--- src/design/maf_div.sv ---
// Iterative restoring divider: one quotient bit per cycle, sign applied at the end.
module maf_div #(
    parameter int N_W = 25,
    parameter int D_W = 9,
    parameter int Q_W = 16
) (
    input  logic           i_clk,
    input  logic           i_rst_n,
    input  logic           i_start,
    input  logic [N_W-1:0] i_dividend,
    input  logic           i_neg,
    input  logic [D_W-1:0] i_divisor,
    output logic           o_done,
    output logic [Q_W-1:0] o_quotient
);

    localparam int CNT_W = $clog2(N_W + 1);

    logic [CNT_W-1:0] r_cnt;
    logic             r_done;
    logic [N_W-1:0]   r_quo;
    logic [D_W-1:0]   r_rem;
    logic [D_W-1:0]   r_div;
    logic             r_neg;

    logic [D_W:0]     w_trial;
    logic [D_W:0]     w_diff;
    logic             w_ge;
    logic [N_W-1:0]   w_signed_quo;

    assign w_trial = {r_rem, r_quo[N_W-1]};
    assign w_ge    = w_trial >= {1'b0, r_div};
    assign w_diff  = w_trial - {1'b0, r_div};

    always_ff @(posedge i_clk) begin
        if (!i_rst_n) begin
            r_cnt  <= '0;
            r_done <= 1'b0;
        end else begin
            r_done <= (r_cnt == CNT_W'(1));
            if (i_start) begin
                r_cnt <= CNT_W'(N_W);
            end else if (r_cnt != '0) begin
                r_cnt <= r_cnt - CNT_W'(1);
            end
        end
    end

    always_ff @(posedge i_clk) begin
        if (i_start) begin
            r_quo <= i_dividend;
            r_rem <= '0;
            r_div <= i_divisor;
            r_neg <= i_neg;
        end else if (r_cnt != '0) begin
            r_quo <= {r_quo[N_W-2:0], w_ge};
            r_rem <= w_ge ? w_diff[D_W-1:0] : w_trial[D_W-1:0];
        end
    end

    assign w_signed_quo = r_neg ? (~r_quo + N_W'(1)) : r_quo;
    assign o_quotient   = w_signed_quo[Q_W-1:0];
    assign o_done       = r_done;

endmodule

--- config.mk ---
export PLATFORM = sky130hd
export DESIGN_NAME = maf_div
export DESIGN_NICKNAME = d
export VERILOG_FILES = /design/src/design/maf_div.sv
export SDC_FILE = /design/constraint.sdc
export NUM_CORES = 1
export LEC_CHECK = 0
export ABC_AREA = 0
export ABC_CLOCK_PERIOD_IN_PS = 5700
export BUFFER_PORTS_ARGS = -buffer_cell sky130_fd_sc_hd__clkbuf_2
export CAP_MARGIN = 40
export CORE_MARGIN = 2
export CORE_UTILIZATION = 35
export DETAILED_ROUTE_END_ITERATION = 16
export SETUP_SLACK_MARGIN = 0.5
export SYNTH_ARGS = -nofsm -noshare
export SYNTH_HDL_FRONTEND = slang
export SYNTH_SLANG_ARGS = --single-unit
--- constraint.sdc ---
create_clock -name i_clk -period 5.7 [get_ports i_clk]
set_input_delay 1.14 -clock i_clk [delete_from_list [all_inputs] [get_ports i_clk]]
set_output_delay 1.14 -clock i_clk [all_outputs]
set_load 0.01 [all_outputs]
==> qor.txt <==
Synth Area in Compound Gates -> 12.1%
peak supply drop -> 0.134 mV
Worst-path clk slew -> 0.09 ns
RSZ-0062 raised after global routing -> false
vias -> 2,027
hold_ws -> 0.507 ns
DRT antenna net count -> 0
CTS resizes -> 0
leakage power -> 1.35 nW
CP Launch Type -> flip-flop
fmax -> 297 MHz
Final WS setup -> 2.33 ns
largest cells by area after synthesis -> edfxtp_1 38%, dfxtp_1 11%, mux2_2 9.4%
clock net sink count -> 50
GRT Resource Usage Total -> 12.9%
final worst path period need -> 3.37 ns
Slew Viols, Final -> 0
Area growth syn-to-layout -> 18.2%
initial antenna violation count -> 0
initial core utilization -> 35.9%
actual slew at the worst max-slew pin -> 0.796 ns
max_slew headroom -> 46.9%
later-pin clock latency in the skew report -> 0.30 ns
Simple-Gate Fraction of Synth Area -> 12.9%
I/O Pins -> 55
Die Span X -> 92.8 um
endpoints failing setup -> 0
DR WL/cell -> 12.8 um
sequential area share after synthesis -> 48.9%
Critical R2R Capture -> r_rem[7]$_SDFFE_PP0P_
first-pass GRT wire length -> 8930 um
critical path type -> flip-flop to output pin
critical path launch point -> r_quo[0]$_DFFE_PP_
Critical Path Fanout Max -> 3
syn_area_per_cell -> 10.9 sq um
finished layout cell area -> 3260 sq um
Hold Fails Final Rpt -> 0
Longest Clk Path Bufs -> 2
final RePlAce weighted congestion -> 0.734
Multi-input gate area -> 1300 sq um
post-synth top area cell -> edfxtp_1
vias in the first global route -> 1,955
Reg2Reg Depth -> 9
GR Util met2 -> 21.0%
pwr dens -> 386 nW/um^2
layout filler cell count -> 771
most used standard cell by instance count after synthesis -> edfxtp_1
row count -> 32
CTS Buf Count -> 5
post-synthesis mux area share -> 9.38%
syn nets -> 304
Post-synth EDFFs -> 35
crit share post-route -> 59.2%
Synth Warn # -> 0
Final Power -> 1.26 mW
Core Area -> 7690 sq um
Final Util -> 42.4%
CTS tree -> yes
Hold-fix buffers, CTS -> 0
largest net degree at the start of global routing -> 48
final std cells w/o fill -> 409
share of layout cells above drive strength 1 -> 29.0%
Total Routed Length -> 5230 um
DRT iter0 DRCs -> 94
Hold WC Path Type -> flip-flop to flip-flop
Clk Tree Root Cell -> clkbuf_8
worst r2r src -> r_quo[24]$_DFFE_PP_
hpwl dp -> 3870 um
Cell Area, Synth -> 2760 sq um
detailed-route DRC error count -> 0
Area after DPL -> 3150 sq um
nets -> 357
FFs w/ async S/R, synth -> 0%
Crit path required time -> 4.56 ns
Worst Path Arrival -> 2.23 ns
Worst Setup EP -> o_quotient[13]
Yosys cell types -> 44
Port Buf Inserts -> 54
post-route setup TNS -> 0 ns
Setup Fix Bufs, Post-CTS -> 0
Post-Synth Adder-Cell Area -> 6.16%
reg-to-reg slack, setup -> 3.08 ns
cell count after synthesis -> 253
Die Area -> 8620 sq um
number of cells after detailed placement -> 401
FF/Latch Area -> 1350 sq um
Synth top cells by count -> 35 x edfxtp_1, 23 x mux2_2, 20 x nor2_1, 19 x nand2_1, 17 x xnor2_1
Die H -> 92.8 um
Max-cap violations -> 0
status -> finished clean
Detailed Routing Iterations Pass 1 -> 4
Most used DFF post-synth -> edfxtp_1
H-tree levels -> 2
Ant. Diodes -> 0
Post-Synth XOR/XNOR Area -> 6.66%
met1 GRT Util -> 17.2%
FF+latch count, synth -> 50
M3 GR Usage -> 2.93%
setup slack at placement -> 2.65 ns
total gr overflow -> 0
post-synth top area share -> 38.1%
largest family of logic cells by synthesized area -> simple AND/OR/NAND/NOR gates
Final Skew -> 0.00806 ns
busiest layer in global routing -> met2
Setup crit end kind -> output pin
vias per inst -> 4.96
worst min-delay path by stage:
stage | start | cells after the start | to | slack [ns]
floorplan | r_rem[2]$_SDFFE_PP0P_ | 2 | r_rem[3]$_SDFFE_PP0P_ | 0.47
global placement | r_rem[5]$_SDFFE_PP0P_ | 2 | r_rem[6]$_SDFFE_PP0P_ | 0.49
detailed placement | r_cnt[1]$_SDFFE_PP0P_ | 2 | r_cnt[1]$_SDFFE_PP0P_ | 0.50
CTS | r_rem[5]$_SDFFE_PP0P_ | 2 | r_rem[6]$_SDFFE_PP0P_ | 0.51
global route | r_cnt[1]$_SDFFE_PP0P_ | 2 | r_cnt[1]$_SDFFE_PP0P_ | 0.54
finish | r_rem[5]$_SDFFE_PP0P_ | 2 | r_rem[6]$_SDFFE_PP0P_ | 0.51
report_power, final:
group	total (mW)	leakage [nW]	switching, mW	internal [mW]
registers	0.526	0.484	0.0574	0.468
clock network	0.254	0.0591	0.120	0.134
logic	0.480	0.808	0.264	0.216
cell type report:
cell class	count	share of cell area (%)
tap	102	3.91
multi-input combinational	177	39.9
sequential	50	41.4
timing repair buffer	56	9.36
clock buffer	5	2.11
inverter	16	1.84
clock inverter	3	1.46
layout by cell type, fill, tap and decap left out, types with 11 or more instances in the layout:
| cell | n |
|---|---|
| nand2_1 | 19 |
| inv_1 | 16 |
| nor2_1 | 20 |
| mux2_2 | 23 |
| ha_1 | 12 |
| o21ai_0 | 11 |
| clkbuf_2 | 54 |
| dfxtp_1 | 15 |
| xnor2_1 | 17 |
| edfxtp_1 | 35 |
per-layer routing:
layer / up-vias / share of wire [%]
met4: 0 / 1.1
li1: 1034 / -
met5: - / 0
met1: 956 / 49
met2: 33 / 46
met3: 4 / 3.6
worst max-delay path, cell delays in order (launching register included):
cell      delay [ns]
edfxtp_1        0.43
or3_1           0.38
nor3_1          0.26
nand3_1         0.20
o41ai_1         0.34
xnor2_1         0.17
clkbuf_2        0.15
sequential cells by signal, indices dropped and copies added, names as in the netlist:
signal,cells
r_quo,25
r_div,9
o_done,1
r_rem,9
r_cnt,5
r_neg,1
kinds of logic (layout without fill, tap and decap cells):
group           after synthesis  count (layout)
xor+xnor                     21              21
mux                          23              23
fa+ha+maj                    13              13
simple gates                 73              73
compound gates               47              47
flops                        50              50
buf+inv                      26              80
Note: power is estimated with default switching activity, not from simulation.
