--- src/design/maf_ram.sv ---
// Generic single-port-write, registered-read RAM.
module maf_ram #(
    parameter int WIDTH = 16,
    parameter int DEPTH = 256
) (
    input  logic                     i_clk,
    input  logic                     i_wr_en,
    input  logic [$clog2(DEPTH)-1:0] i_wr_addr,
    input  logic [WIDTH-1:0]         i_wr_data,
    input  logic                     i_rd_en,
    input  logic [$clog2(DEPTH)-1:0] i_rd_addr,
    output logic [WIDTH-1:0]         o_rd_data
);

    logic [WIDTH-1:0] r_mem [DEPTH];
    logic [WIDTH-1:0] r_rd_data;

    always_ff @(posedge i_clk) begin
        if (i_wr_en) begin
            r_mem[i_wr_addr] <= i_wr_data;
        end
        if (i_rd_en) begin
            r_rd_data <= r_mem[i_rd_addr];
        end
    end

    assign o_rd_data = r_rd_data;

endmodule

--- config.mk ---
export PLATFORM = sky130hd
export DESIGN_NAME = maf_ram
export DESIGN_NICKNAME = d
export VERILOG_FILES = /design/src/design/maf_ram.sv
export SDC_FILE = /design/constraint.sdc
export NUM_CORES = 2
export LEC_CHECK = 0
export ABC_CLOCK_PERIOD_IN_PS = 3400
export BUFFER_PORTS_ARGS = -buffer_cell sky130_fd_sc_hd__buf_2
export CAP_MARGIN = 20
export CORE_ASPECT_RATIO = 0.7
export CORE_MARGIN = 5
export CORE_UTILIZATION = 63
export CTS_CLUSTER_DIAMETER = 150
export DETAILED_ROUTE_END_ITERATION = 8
export PLACE_DENSITY_LB_ADDON = 0.08
export SLEW_MARGIN = 30
export SYNTH_ARGS = -nofsm -noshare
export SYNTH_HDL_FRONTEND = slang
export SYNTH_SLANG_ARGS = --single-unit
--- constraint.sdc ---
create_clock -name i_clk -period 3.4 [get_ports i_clk]
set_clock_uncertainty 0.05 [all_clocks]
set_input_delay 0.51 -clock i_clk [delete_from_list [all_inputs] [get_ports i_clk]]
set_output_delay 0.51 -clock i_clk [all_outputs]
set_load 0.01 [all_outputs]
==> impl_table.tex <==
\begin{tabular}{lr}
\hline
Metric & Value \\
\hline
\multicolumn{2}{l}{\textbf{Outcome}} \\
\quad Status & complete, no violations \\
\multicolumn{2}{l}{\textbf{Layout}} \\
\quad Layout Cell Area excl Fill & $\sim$180000 um\^{}2 \\
\quad Layout cells sized above 1 & 28.8\% \\
\quad Layout net count & 8246 \\
\quad Fill cells & 14700 \\
\quad Core Util, Final & 72.1\% \\
\quad Fin cells & 11900 \\
\quad Relative area change from synthesis to final layout & 14.0\% \\
\multicolumn{2}{l}{\textbf{Yosys}} \\
\quad Number of enable-type register cells in the synthesized netlist & roughly 4100 \\
\quad Cell area after technology mapping & 159000 um\^{}2 \\
\quad Synth warn & 0 \\
\quad Count of state elements after synthesis & slightly above 4000 \\
\quad Fraction of synthesized cell area taken by the top area cell type & 77.7\% \\
\quad Register area share after synthesis & 77.7\% \\
\quad Largest cells by area after synthesis & sky130\_fd\_sc\_hd\_\_edfxtp\_1 78\%, sky130\_fd\_sc\_hd\_\_mux4\_2 11\%, sky130\_fd\_sc\_hd\_\_mux2i\_1 3.6\% \\
\quad Share of synthesized registers carrying an async set or reset & 0\% \\
\quad Post-synth top area cell & sky130\_fd\_sc\_hd\_\_edfxtp\_1 \\
\quad Post-Syn Area per Cell & 21.6 um\^{}2 \\
\quad Count of distinct cell types in the synthesized netlist & a little over 50 \\
\quad Dominant synthesized flop cell & sky130\_fd\_sc\_hd\_\_edfxtp\_1 \\
\quad Post-Syn Nets & 7395 \\
\quad Synthesized instance count & 7360 \\
\quad Most numerous cell in the Yosys netlist & sky130\_fd\_sc\_hd\_\_edfxtp\_1 \\
\quad Leading post-synthesis cells by instance count & 4112 x sky130\_fd\_sc\_hd\_\_edfxtp\_1, 797 x sky130\_fd\_sc\_hd\_\_mux4\_2, 565 x sky130\_fd\_sc\_hd\_\_mux2i\_1 \\
\multicolumn{2}{l}{\textbf{Placed design}} \\
\quad Last weighted congestion value of the routability-driven placer & between 0.9 and 1 \\
\quad Number of cells after detailed placement & about 11000 \\
\quad Placed cell area & about 170000 um\^{}2 \\
\quad DP HPWL & 270 mm \\
\quad Port Buf Inserts & 50 \\
\multicolumn{2}{l}{\textbf{STA}} \\
\quad Worst hold-check slack & between 40 and 50 ps \\
\quad Fin. max-slew vios & 0 \\
\quad Slew of the pin with the lowest slew margin & roughly 1100 ps \\
\quad Hold Fails Final Rpt & 0 \\
\quad Period utilization & 98.5\% \\
\quad Worst max-slew margin expressed relative to the limit & about 25\% \\
\quad Number of setup violations in the final report & 0 \\
\quad Minimum period implied by the final worst setup slack & $\sim$3300 ps \\
\quad Achievable frequency & 299 MHz \\
\quad TNS Setup & 0 ps \\
\multicolumn{2}{l}{\textbf{Setup path}} \\
\quad Most common cell on crit path & sky130\_fd\_sc\_hd\_\_buf\_12 \\
\quad Slowest CP cell & sky130\_fd\_sc\_hd\_\_o221ai\_1 \\
\quad Crit Path Category & in2reg \\
\quad Required time worst endpoint & about 4000 ps \\
\quad Capturing element type of the critical path & register \\
\quad CP startpoint kind & input port \\
\quad Cells traversed along the worst timing path & buf\_12 -> buf\_12 -> buf\_12 -> buf\_12 -> buf\_12 -> mux2i\_1 -> o221ai\_1 -> o22ai\_1 -> a22oi\_2 -> nand3\_1 -> nor4\_1 \\
\quad CP max stage delay & 480 ps \\
\quad Maximum fanout along the worst path & 36 \\
\quad Worst path arrival time & approximately 4000 ps \\
\multicolumn{2}{l}{\textbf{Route}} \\
\quad Top layer in use & met5 \\
\quad Wire length reported by the detailed router & 428 mm \\
\quad Number of vias per cell & 7.00 \\
\quad Detailed-routed wire length on met3 & 61.6 mm \\
\quad WL/cell & 36.0 um \\
\quad Amount of wire on met2 after detailed routing & $\sim$180 mm \\
\quad Routed Antenna Nets & 0 \\
\quad Vias after detailed routing & 83100 \\
\quad First-pass iteration count of the detailed router & 6 \\
\quad DRT iter0 DRCs & 13200 \\
\quad Post-route DRC & 0 \\
\quad Metal1 wirelength & 166 mm \\
\multicolumn{2}{l}{\textbf{CTS}} \\
\quad Clock-pin slew on the worst setup and hold paths & 70 ps \\
\quad CTS H-tree lvls & 5 \\
\quad Clock buffers created by TritonCTS & 373 \\
\quad Max Root-Sink Buffers & 4 \\
\quad CTS sink cnt & roughly 4000 \\
\quad Insertion delay of the later-clocked pin in the worst-skew pair & 910 ps \\
\quad Number of setup buffers added after CTS & 0 \\
\quad Clock root buffer & sky130\_fd\_sc\_hd\_\_clkbuf\_16 \\
\quad Clock tree from TritonCTS & yes \\
\multicolumn{2}{l}{\textbf{Die}} \\
\quad Die area & 262000 um\^{}2 \\
\quad Overall die height & roughly 430 um \\
\quad Core Rows & 154 \\
\quad Starting utilization of the core area & 63.2\% \\
\quad Floorplan core area & 251000 um\^{}2 \\
\quad Number of ports placed on the die boundary & 51 \\
\quad Die X & 610 um \\
\multicolumn{2}{l}{\textbf{Power and ir drop}} \\
\quad Standby leakage power & 0.0586 uW \\
\quad Highest ir drop seen on vdd & 0.488 mV \\
\quad Total power density per cell area & 569 nW/um\^{}2 \\
\multicolumn{2}{l}{\textbf{GRT}} \\
\quad Vias in the first global route & approximately 80000 \\
\quad Wire length of the first global-routing pass & about 600 mm \\
\quad Largest net degree at the start of global routing & 117 \\
\quad Antenna violations before repair & 31 \\
\quad Global-route total usage across every layer & 32.6\% \\
\quad Sum of overflow across all layers after global routing & 0 \\
\multicolumn{2}{l}{\textbf{Flow run}} \\
\quad Max-capacitance violation count & 0 \\
\multicolumn{2}{l}{\textbf{Worst hold path}} \\
\quad HP Class & in2reg \\
\hline
\end{tabular}
## stage by stage
stage               setup WS, ps  power [uW]
floorplan                    591       59800
global placement           -1090       62600
detailed placement         -1140       62700
CTS                         37.7      103000
global route               -7.34      106000
finish                      50.9      103000
## cell families (layout without fill, tap and decap cells)
family	after synthesis	in the layout	share of synthesized area (%)
buf+inv	456	1602	1.69
simple gates	556	556	1.57
flops	4112	4112	77.7
other cells	0	11	0
mux	1450	1450	15.5
compound gates	786	786	3.53
## final timing paths
check,start,slack [ps],endpoint,cells past startpoint
max reg2reg,r_mem[3][14]$_DFFE_PP_,70,o_rd_data[14]$_DFFE_PP_,8
min,i_wr_data[15],50,r_mem[106][15]$_DFFE_PP_,1
max,i_rd_addr[0],50,o_rd_data[15]$_DFFE_PP_,11
min reg2reg,r_mem[209][5]$_DFFE_PP_,1120,o_rd_data[5]$_DFFE_PP_,6
## final cells by class
| type | instances | area [um^2] | share of cell area [%] |
|---|---|---|---|
| Tap cell | 3354 | 4200 | 2.32 |
| Inverter | 4 | 27.5 | 0.0152 |
| Clock inverter | 214 | 1940 | 1.07 |
| Timing Repair Buffer | 928 | 8500 | 4.69 |
| Multi-Input combinational cell | 2792 | 33100 | 18.3 |
| Sequential cell | 4112 | 123000 | 68.2 |
| Clock buffer | 456 | 9840 | 5.43 |
| Antenna cell | 11 | 27.5 | 0.0152 |
## placed cells by master (no fill, tap or decap), types with 74 or more instances in the layout
master | Yosys | routed
sky130_fd_sc_hd__a21oi_1 | 175 | 174
sky130_fd_sc_hd__clkinv_2 | 0 | 74
sky130_fd_sc_hd__edfxtp_1 | 4112 | 4112
sky130_fd_sc_hd__nor2_2 | 0 | 77
sky130_fd_sc_hd__mux4_2 | 797 | 797
sky130_fd_sc_hd__mux2_2 | 88 | 88
sky130_fd_sc_hd__o221ai_1 | 252 | 249
sky130_fd_sc_hd__buf_4 | 26 | 758
sky130_fd_sc_hd__clkbuf_1 | 230 | 74
sky130_fd_sc_hd__clkinv_1 | 0 | 74
sky130_fd_sc_hd__mux2i_1 | 565 | 565
sky130_fd_sc_hd__nor3_1 | 92 | 86
sky130_fd_sc_hd__buf_12 | 5 | 116
sky130_fd_sc_hd__nor2_1 | 304 | 227
sky130_fd_sc_hd__clkbuf_16 | 0 | 382
sky130_fd_sc_hd__o22ai_1 | 148 | 148
## layer usage
layer | GRT usage (%) | vias up
li1 | - | 33000
met1 | 50.3 | 43500
met2 | 45.4 | 5804
met3 | 10.5 | 741
met4 | 9.71 | 8
met5 | 0 | -
## critical path, delay by kind of cell
family / cells / cell delay, ps
AND/OR/NAND/NOR: 2 / 680
multiplexers: 1 / 100
AO/OA/AOI/OAI: 3 / 1230
buffers and inverters: 5 / 1320
## registers in the layout (all words and copies together) (netlist names)
register   flops
o_rd_data     16
r_mem       4096
## report_power, final
part	switching, uW	total (uW)	internal [uW]
sequential	63.4	55900	55900
clock	18100	41200	23200
combinational	3690	5800	2110
## timing repair
| action | 4_1_cts | 5_1_grt |
|---|---|---|
| resized for setup | 4 | 11 |
| hold buffers | 6 | 0 |
| endpoints found under the hold margin | 65 | 0 |
| endpoints found under the setup margin | 4 | 7 |
| pin swaps | 0 | 2 |
No activity file was read; power rests on OpenSTA's default activity.
